File: src/hdl/spm_pkg.sv
// Shared types, character codes and bit helpers for the symbolic permission
// mode parser. No dependencies; used by spm_step and the top level.
package spm_pkg;

    localparam logic [11:0] MASK_RESET = 12'o022;

    localparam logic [1:0] OP_ADD = 2'd0;
    localparam logic [1:0] OP_SUB = 2'd1;
    localparam logic [1:0] OP_SET = 2'd2;

    localparam logic [7:0] CH_PLUS  = 8'h2B;
    localparam logic [7:0] CH_MINUS = 8'h2D;
    localparam logic [7:0] CH_EQ    = 8'h3D;
    localparam logic [7:0] CH_COMMA = 8'h2C;
    localparam logic [7:0] CH_U     = 8'h75;
    localparam logic [7:0] CH_G     = 8'h67;
    localparam logic [7:0] CH_O     = 8'h6F;
    localparam logic [7:0] CH_A     = 8'h61;
    localparam logic [7:0] CH_R     = 8'h72;
    localparam logic [7:0] CH_W     = 8'h77;
    localparam logic [7:0] CH_X     = 8'h78;
    localparam logic [7:0] CH_XCAP  = 8'h58;
    localparam logic [7:0] CH_S     = 8'h73;
    localparam logic [7:0] CH_T     = 8'h74;

    localparam logic [11:0] USER_BITS  = 12'o4700;
    localparam logic [11:0] GROUP_BITS = 12'o2070;
    localparam logic [11:0] OTHER_BITS = 12'o1007;
    localparam logic [11:0] EXEC_BITS  = 12'o0111;
    localparam logic [11:0] SETUID_BIT = 12'o4000;
    localparam logic [11:0] SETGID_BIT = 12'o2000;
    localparam logic [11:0] STICKY_BIT = 12'o1000;

    typedef struct packed {
        logic        perm;       // 1: permission letters phase
        logic [2:0]  class_set;  // bit0 u, bit1 g, bit2 o
        logic        explicit;
        logic [1:0]  op;
        logic [11:0] clause;
        logic [11:0] run;
        logic [11:0] start;
        logic        dir;
        logic        err;
    } spm_state_t;

    function automatic logic [11:0] spread(input logic [2:0] triad, input logic [2:0] who);
        logic [11:0] r;
        r = '0;
        if (who[0]) r = r | {3'b000, triad, 6'b000000};
        if (who[1]) r = r | {6'b000000, triad, 3'b000};
        if (who[2]) r = r | {9'b000000000, triad};
        return r;
    endfunction

    function automatic logic [11:0] affected(input logic [2:0] who);
        logic [11:0] m;
        m = '0;
        if (who[0]) m = m | USER_BITS;
        if (who[1]) m = m | GROUP_BITS;
        if (who[2]) m = m | OTHER_BITS;
        return m;
    endfunction

endpackage

File: src/hdl/symbolic_permission_mode_parser_core.sv
// Top level of the symbolic permission mode parser: input register, parse
// state, creation mask register and result register. Depends on spm_pkg, spm_step.
//
//  channel   direction  payload                                      completes when
//  s_*       in         tdata char/mode/dir, tuser first, tlast       s_tvalid & s_tready
//  m_*       out        tdata new_mode/valid_res                      m_tvalid & m_tready
//  cfg_*     in         cfg_data creation_mask                        cfg_valid & cfg_ready
//
// One character per cycle unless a last character waits on a pending result: a
// character passes through the input register, then updates the parse state;
// the last character loads the result register, which drives m_tvalid.
// Reset clears the parse state, the running mode and sets creation_mask to 0o022.
// A stalled result holds only a last character in the input register;
// other characters keep flowing while the result waits.
module symbolic_permission_mode_parser_core (
    input  logic        clk,
    input  logic        rst_n,
    input  logic        s_tvalid,
    output logic        s_tready,
    input  logic [23:0] s_tdata,   // [7:0] character, [19:8] original_mode,
                                   // [20] is_directory, [23:21] zero
    input  logic        s_tuser,   // [0] first
    input  logic        s_tlast,   // last character of the string
    output logic        m_tvalid,
    input  logic        m_tready,
    output logic [15:0] m_tdata,   // [11:0] new_mode, [12] valid_res, [15:13] zero
    input  logic        cfg_valid,
    output logic        cfg_ready,
    input  logic [11:0] cfg_data
);
    import spm_pkg::*;

    logic        stg_valid_reg;
    logic [7:0]  stg_char_reg;
    logic        stg_first_reg;
    logic        stg_last_reg;
    logic [11:0] stg_mode_reg;
    logic        stg_dir_reg;

    spm_state_t  st_reg;
    spm_state_t  st_next;
    logic [11:0] mask_reg;

    logic        out_valid_reg;
    logic        out_valid_next;
    logic [11:0] out_mode_reg;
    logic        out_ok_reg;
    logic [11:0] res_mode;
    logic        res_ok;

    logic        out_free;
    logic        stg_adv;
    logic        out_load;

    assign out_free  = !out_valid_reg || m_tready;
    assign stg_adv   = stg_valid_reg && (!stg_last_reg || out_free);
    assign out_load  = stg_adv && stg_last_reg;
    assign s_tready  = !stg_valid_reg || stg_adv;
    assign cfg_ready = 1'b1;

    spm_step u_step (
        .cur           (st_reg),
        .character     (stg_char_reg),
        .first         (stg_first_reg),
        .last          (stg_last_reg),
        .original_mode (stg_mode_reg),
        .is_directory  (stg_dir_reg),
        .creation_mask (mask_reg),
        .nxt           (st_next),
        .new_mode      (res_mode),
        .valid_res     (res_ok)
    );

    always_comb
    begin
        out_valid_next = out_valid_reg;
        if (out_load)
            out_valid_next = 1'b1;
        else if (m_tready)
            out_valid_next = 1'b0;
    end

    always_ff @(posedge clk or negedge rst_n)
    begin
        if (!rst_n)
        begin
            stg_valid_reg <= 1'b0;
            out_valid_reg <= 1'b0;
            st_reg        <= '0;
            mask_reg      <= MASK_RESET;
        end
        else
        begin
            if (s_tready)
                stg_valid_reg <= s_tvalid;
            if (stg_adv)
                st_reg <= st_next;
            if (cfg_valid && cfg_ready)
                mask_reg <= cfg_data;
            out_valid_reg <= out_valid_next;
        end
    end

    always_ff @(posedge clk)
    begin
        if (s_tready && s_tvalid)
        begin
            stg_char_reg  <= s_tdata[7:0];
            stg_mode_reg  <= s_tdata[19:8];
            stg_dir_reg   <= s_tdata[20];
            stg_first_reg <= s_tuser;
            stg_last_reg  <= s_tlast;
        end
        if (out_load)
        begin
            out_mode_reg <= res_mode;
            out_ok_reg   <= res_ok;
        end
    end

    assign m_tvalid = out_valid_reg;
    assign m_tdata  = {3'b000, out_ok_reg, out_mode_reg};

`ifndef SYNTH
    a_invalid_zero: assert property (@(posedge clk) disable iff (!rst_n)
        out_valid_reg |-> (out_ok_reg || out_mode_reg == 12'h000))
        else $error("invalid result carries a nonzero mode");

    a_no_overwrite: assert property (@(posedge clk) disable iff (!rst_n)
        out_load |-> out_free)
        else $error("result register loaded while a result is pending");

    a_clear_after_last: assert property (@(posedge clk) disable iff (!rst_n)
        out_load |=> (!st_reg.err && !st_reg.perm && st_reg.clause == 12'h000))
        else $error("parse state not cleared after last character");

    a_stall_source: assert property (@(posedge clk) disable iff (!rst_n)
        !s_tready |-> (stg_valid_reg && stg_last_reg && out_valid_reg && !m_tready))
        else $error("input stalled without a pending result");
`endif

endmodule

File: src/hdl/spm_step.sv
// Next-state and result logic for one character of a symbolic mode string.
// Depends on spm_pkg.
module spm_step (
    input  spm_pkg::spm_state_t cur,
    input  logic [7:0]          character,
    input  logic                first,
    input  logic                last,
    input  logic [11:0]         original_mode,
    input  logic                is_directory,
    input  logic [11:0]         creation_mask,
    output spm_pkg::spm_state_t nxt,
    output logic [11:0]         new_mode,
    output logic                valid_res
);
    import spm_pkg::*;

    spm_state_t  s;
    logic        comma_hit;
    logic        do_apply;
    logic        bad;
    logic [11:0] b;
    logic [11:0] applied;

    always_comb
    begin
        s = cur;
        comma_hit = 1'b0;
        if (first)
        begin
            s.start     = original_mode;
            s.run       = original_mode;
            s.dir       = is_directory;
            s.err       = 1'b0;
            s.perm      = 1'b0;
            s.class_set = '0;
            s.explicit  = 1'b0;
            s.op        = OP_ADD;
            s.clause    = '0;
        end

        if (!s.err)
        begin
            if (!s.perm)
            begin
                unique case (character)
                    CH_U:
                    begin
                        s.class_set[0] = 1'b1;
                        s.explicit     = 1'b1;
                    end
                    CH_G:
                    begin
                        s.class_set[1] = 1'b1;
                        s.explicit     = 1'b1;
                    end
                    CH_O:
                    begin
                        s.class_set[2] = 1'b1;
                        s.explicit     = 1'b1;
                    end
                    CH_A:
                    begin
                        s.class_set = 3'b111;
                        s.explicit  = 1'b1;
                    end
                    CH_PLUS, CH_MINUS, CH_EQ:
                    begin
                        s.op = (character == CH_PLUS) ? OP_ADD :
                               (character == CH_MINUS) ? OP_SUB : OP_SET;
                        if (s.class_set == 3'b000) s.class_set = 3'b111;
                        s.clause = '0;
                        s.perm   = 1'b1;
                    end
                    default: s.err = 1'b1;
                endcase
            end
            else
            begin
                unique case (character)
                    CH_COMMA: comma_hit = 1'b1;
                    CH_R:     s.clause = s.clause | spread(3'b100, s.class_set);
                    CH_W:     s.clause = s.clause | spread(3'b010, s.class_set);
                    CH_X:     s.clause = s.clause | spread(3'b001, s.class_set);
                    CH_XCAP:
                    begin
                        if (s.dir || ((s.start & EXEC_BITS) != '0))
                            s.clause = s.clause | spread(3'b001, s.class_set);
                    end
                    CH_S:
                    begin
                        if (s.class_set[0]) s.clause = s.clause | SETUID_BIT;
                        if (s.class_set[1]) s.clause = s.clause | SETGID_BIT;
                    end
                    CH_T:
                    begin
                        if (s.class_set[2]) s.clause = s.clause | STICKY_BIT;
                    end
                    CH_U:     s.clause = s.clause | spread(s.run[8:6], s.class_set);
                    CH_G:     s.clause = s.clause | spread(s.run[5:3], s.class_set);
                    CH_O:     s.clause = s.clause | spread(s.run[2:0], s.class_set);
                    default:  s.err = 1'b1;
                endcase
            end
        end

        // clause applies on its comma, or at the end of a well-formed string
        do_apply = comma_hit || (last && !s.err && s.perm);
        b = s.explicit ? s.clause : (s.clause & ~creation_mask);
        unique case (s.op)
            OP_ADD:  applied = s.run | b;
            OP_SUB:  applied = s.run & ~b;
            default: applied = (s.run & ~affected(s.class_set)) | b;
        endcase
        if (do_apply) s.run = applied;

        if (comma_hit)
        begin
            s.perm      = 1'b0;
            s.class_set = '0;
            s.explicit  = 1'b0;
            s.op        = OP_ADD;
            s.clause    = '0;
        end

        bad       = s.err || !s.perm;
        new_mode  = bad ? 12'h000 : s.run;
        valid_res = !bad;

        if (last)
        begin
            s.err       = 1'b0;
            s.perm      = 1'b0;
            s.class_set = '0;
            s.explicit  = 1'b0;
            s.op        = OP_ADD;
            s.clause    = '0;
        end
        nxt = s;
    end

endmodule

File: config.mk
export PLATFORM = sky130hd
export DESIGN_NAME = symbolic_permission_mode_parser_core
export DESIGN_NICKNAME = d
export VERILOG_FILES = /design/src/hdl/spm_pkg.sv /design/src/hdl/symbolic_permission_mode_parser_core.sv /design/src/hdl/spm_step.sv
export SDC_FILE = /design/constraint.sdc
export NUM_CORES = 1
export LEC_CHECK = 0
export BUFFER_PORTS_ARGS = -buffer_cell sky130_fd_sc_hd__buf_2
export CAP_MARGIN = 5
export CORE_AREA = 5 5 142 144
export DETAILED_ROUTE_END_ITERATION = 8
export DIE_AREA = 0 0 147 149
export GPL_TIMING_DRIVEN = 0
export HOLD_SLACK_MARGIN = 0.15
export SLEW_MARGIN = 20
export SYNTH_ARGS = -nofsm -noshare
export SYNTH_HDL_FRONTEND = slang
export SYNTH_SLANG_ARGS = --single-unit
File: constraint.sdc
create_clock -name clk -period 2.95 [get_ports clk]
set_clock_uncertainty 0.05 [all_clocks]
set_input_delay 0.59 -clock clk [delete_from_list [all_inputs] [get_ports clk]]
set_output_delay 0.59 -clock clk [all_outputs]
set_load 0.005 [all_outputs]
==> key figures <==
Outcome
  – Status: finished clean

STA
  – Min Clock Period, post-route: 2.807 ns
  – Worst Tran Pin Value: 0.8010 ns
  – Max Freq: 356.3 MHz
  – Final Hold Vio Count: 0
  – Hold slack: 0.2239 ns
  – Unrepaired setup endpoints after global routing: no
  – Final setup margin: 0.1431 ns
  – Max Slew Vio Count: 0
  – Max-slew headroom: 46.37%
  – Setup TNS: 0 ns
  – Final setup fails: 0
  – Fin crit share: 95.15%

Final layout
  – Share of cells above drive strength 1: 29.00%
  – Max reg flops: 36
  – Fillers: 1916
  – Final net count: 538
  – # diodes: 0
  – Commonest cells after routing, fill and taps aside: 62 x buf_2, 48 x dfrtp_1, 37 x nand2_1, 36 x edfxtp_1, 28 x nor2_1
  – Area Overhead vs Synth: 20.45%
  – Commonest non-fill, non-tap cell in the layout: buf_2

Synthesis
  – Flops & latches, synth: 86
  – Mean Syn Cell Area: 10.85 um2
  – EDFF count, synth: 36
  – Top_reg_cell synth: dfrtp_1
  – Area contributors post-synth: dfrtp_1 26%, edfxtp_1 23%, mux2_2 5.4%
  – Synth async-reset ratio: 58.14%
  – Yosys warnings: 0
  – Mapped Cells: 425
  – Syn Std Cell Area: 4613 um2
  – Synth unique cells: 77
  – Dominant cell type by area after synthesis: dfrtp_1
  – Seq/Total Area, Yosys: 50.61%
  – Top cell type's share of synthesized area: 26.04%

CTS
  – Maximum clock path buffer count: 2
  – Hold_buf cts: 0
  – CTS tree: built
  – Clock latency on the worst-skew pair: 0.35 ns
  – Worst-path clk slew: 0.07 ns
  – CTS root buffer: clkbuf_16
  – CTS sink count: 86
  – Htree depth: 3
  – Num CTS Buffers: 9

Worst setup path
  – Worst setup EP type: register
  – Startpoint Class: register
  – CP max FO: 9
  – Worst setup path class: reg2reg
  – Reg-to-Reg Start: stg_char_reg[2]
  – Crit path required time: 2.99 ns
  – WP data arrival: 2.85 ns
  – CP startpoint: stg_char_reg[2]

Route
  – First-pass DRT Iterations: 4
  – DRC: 0
  – Wire length per cell: 18.68 um
  – Routed vias/inst: 5.125
  – Final Routed Wirelength: 13710 um
  – Via count: 3762
  – First DRT Iteration DRCs: 270
  – Post-route ant nets: 0

GRT
  – Met1 GRT Util: 16.75%
  – Gr ovfl total: 0
  – Antenna violations before repair: 0
  – Vias in the first global route: 3833
  – Busiest grt layer: met2
  – Largest net degree at the start of global routing: 51
  – Met2 Use GR: 20.17%
  – First-pass GRT wire length: 21710 um
  – Gr usage total: 12.72%
  – M3 GR Usage: 3.191%

Power and ir drop
  – Peak supply drop: 283.1 uV
  – Power per cell area: 519.4 nW/um2
  – LEAKAGE: 2.173 nW

Floorplan
  – Initial core utilization: 24.83%
  – Die area: 21900 um2
  – Num ports: 62
  – Core Area: 18580 um2
  – Die Width: 147 um
  – Row cnt: 50
  – DIE HEIGHT: 149 um

Placement
  – Placer's final routability congestion estimate: 0.9446
  – DP Wirelength: 10390 um
  – Post-place setup slack: -0.1180 ns
  – I/O Buffers: 54

Flow run
  – Total of max-cap violations: 0

Worst hold path
  – Worst hold-check path type: in2async
==> worst max-delay path, stage by stage (launching register included) <==
cell	delay, ns
edfxtp_1	0.31
buf_2	0.18
nor2b_1	0.40
o2111ai_1	0.29
a32o_1	0.41
nand2b_1	0.31
o211a_1	0.19
a221oi_1	0.33
nor2_1	0.08
==> synthesized netlist by cell type (all sizes together) (8+ instances only) <==
| cell type | count |
|---|---|
| a32o | 8 |
| nor2 | 31 |
| nor2b | 11 |
| nand3 | 10 |
| inv | 11 |
| o21ai | 29 |
| nand2b | 9 |
| buf | 19 |
| nand2 | 37 |
| dfrtp | 48 |
| edfxtp | 36 |
| mux2 | 23 |
| a21oi | 15 |
| clkbuf | 8 |
| and2 | 8 |
==> cells by family (layout without fill, tap and decap cells) <==
| logic type | count (synthesis) | count (layout) | synth area share (%) |
|---|---|---|---|
| AOI/OAI and AO/OA | 109 | 109 | 17.47 |
| xor gates and xnor gates | 2 | 2 | 0.3798 |
| buffers and inverters | 38 | 111 | 3.933 |
| DFF | 86 | 86 | 50.61 |
| muxes | 33 | 33 | 8.598 |
| other | 2 | 4 | 0.1628 |
| and+or+nand+nor | 155 | 155 | 18.85 |
==> metal layers <==
layer | part of all wire (%) | vias to the layer above | wire [um]
li1 | - | 1750 | -
met1 | 43 | 1826 | 5955
met3 | 7.7 | 28 | 1053
met2 | 46 | 158 | 6267
met5 | 0 | - | 0
met4 | 3.2 | 0 | 434
==> power by group <==
group	total, W	internal (W)	leakage, nW	switching, W
sequential	0.00141	0.00135	0.978	0.0000622
combinational	0.000378	0.000159	1.06	0.000218
clock	0.00110	0.000588	0.136	0.000513
==> timing repair <==
item,CTS,global route
setup buffers,0,3
resized for setup,2,19
pin swaps,0,1
setup endpoints to repair,4,19
==> stage by stage <==
stage | power (W) | instance area (um2) | utilization (%) | instances
2_1_floorplan | 0.001649 | 4621 | - | 427
3_3_place_gp | 0.001789 | 5184 | 27.90 | 715
3_5_place_dp | 0.001799 | 5186 | 27.91 | 715
4_1_cts | 0.002908 | 5483 | 29.51 | 731
5_1_grt | 0.003017 | 5557 | 29.91 | 734
6_report | 0.002886 | 5557 | 29.91 | 734
==> final cells by class <==
cell class	instances	area (um2)	area share, %
sequential	86	2335	42.02
multi-input combinational	303	2155	38.78
timing repair buffer	57	295.3	5.314
tap	234	292.8	5.269
clock buffer	9	225.2	4.053
buffer	27	148.9	2.680
clock inverter	7	63.81	1.148
inverter	11	41.29	0.7431
==> worst paths after layout <==
check,to,slack (ns),cells after the start
hold reg to reg,st_reg[21],0.43,2
min in group clk,stg_mode_reg[4],0.36,1
setup reg to reg,out_mode_reg[0],0.14,8
hold / removal,st_reg[24],0.22,1
setup / recovery,out_mode_reg[0],0.14,8
max in group asynchronous,mask_reg[11],2.17,1
No activity file was read; power rests on OpenSTA's default activity.
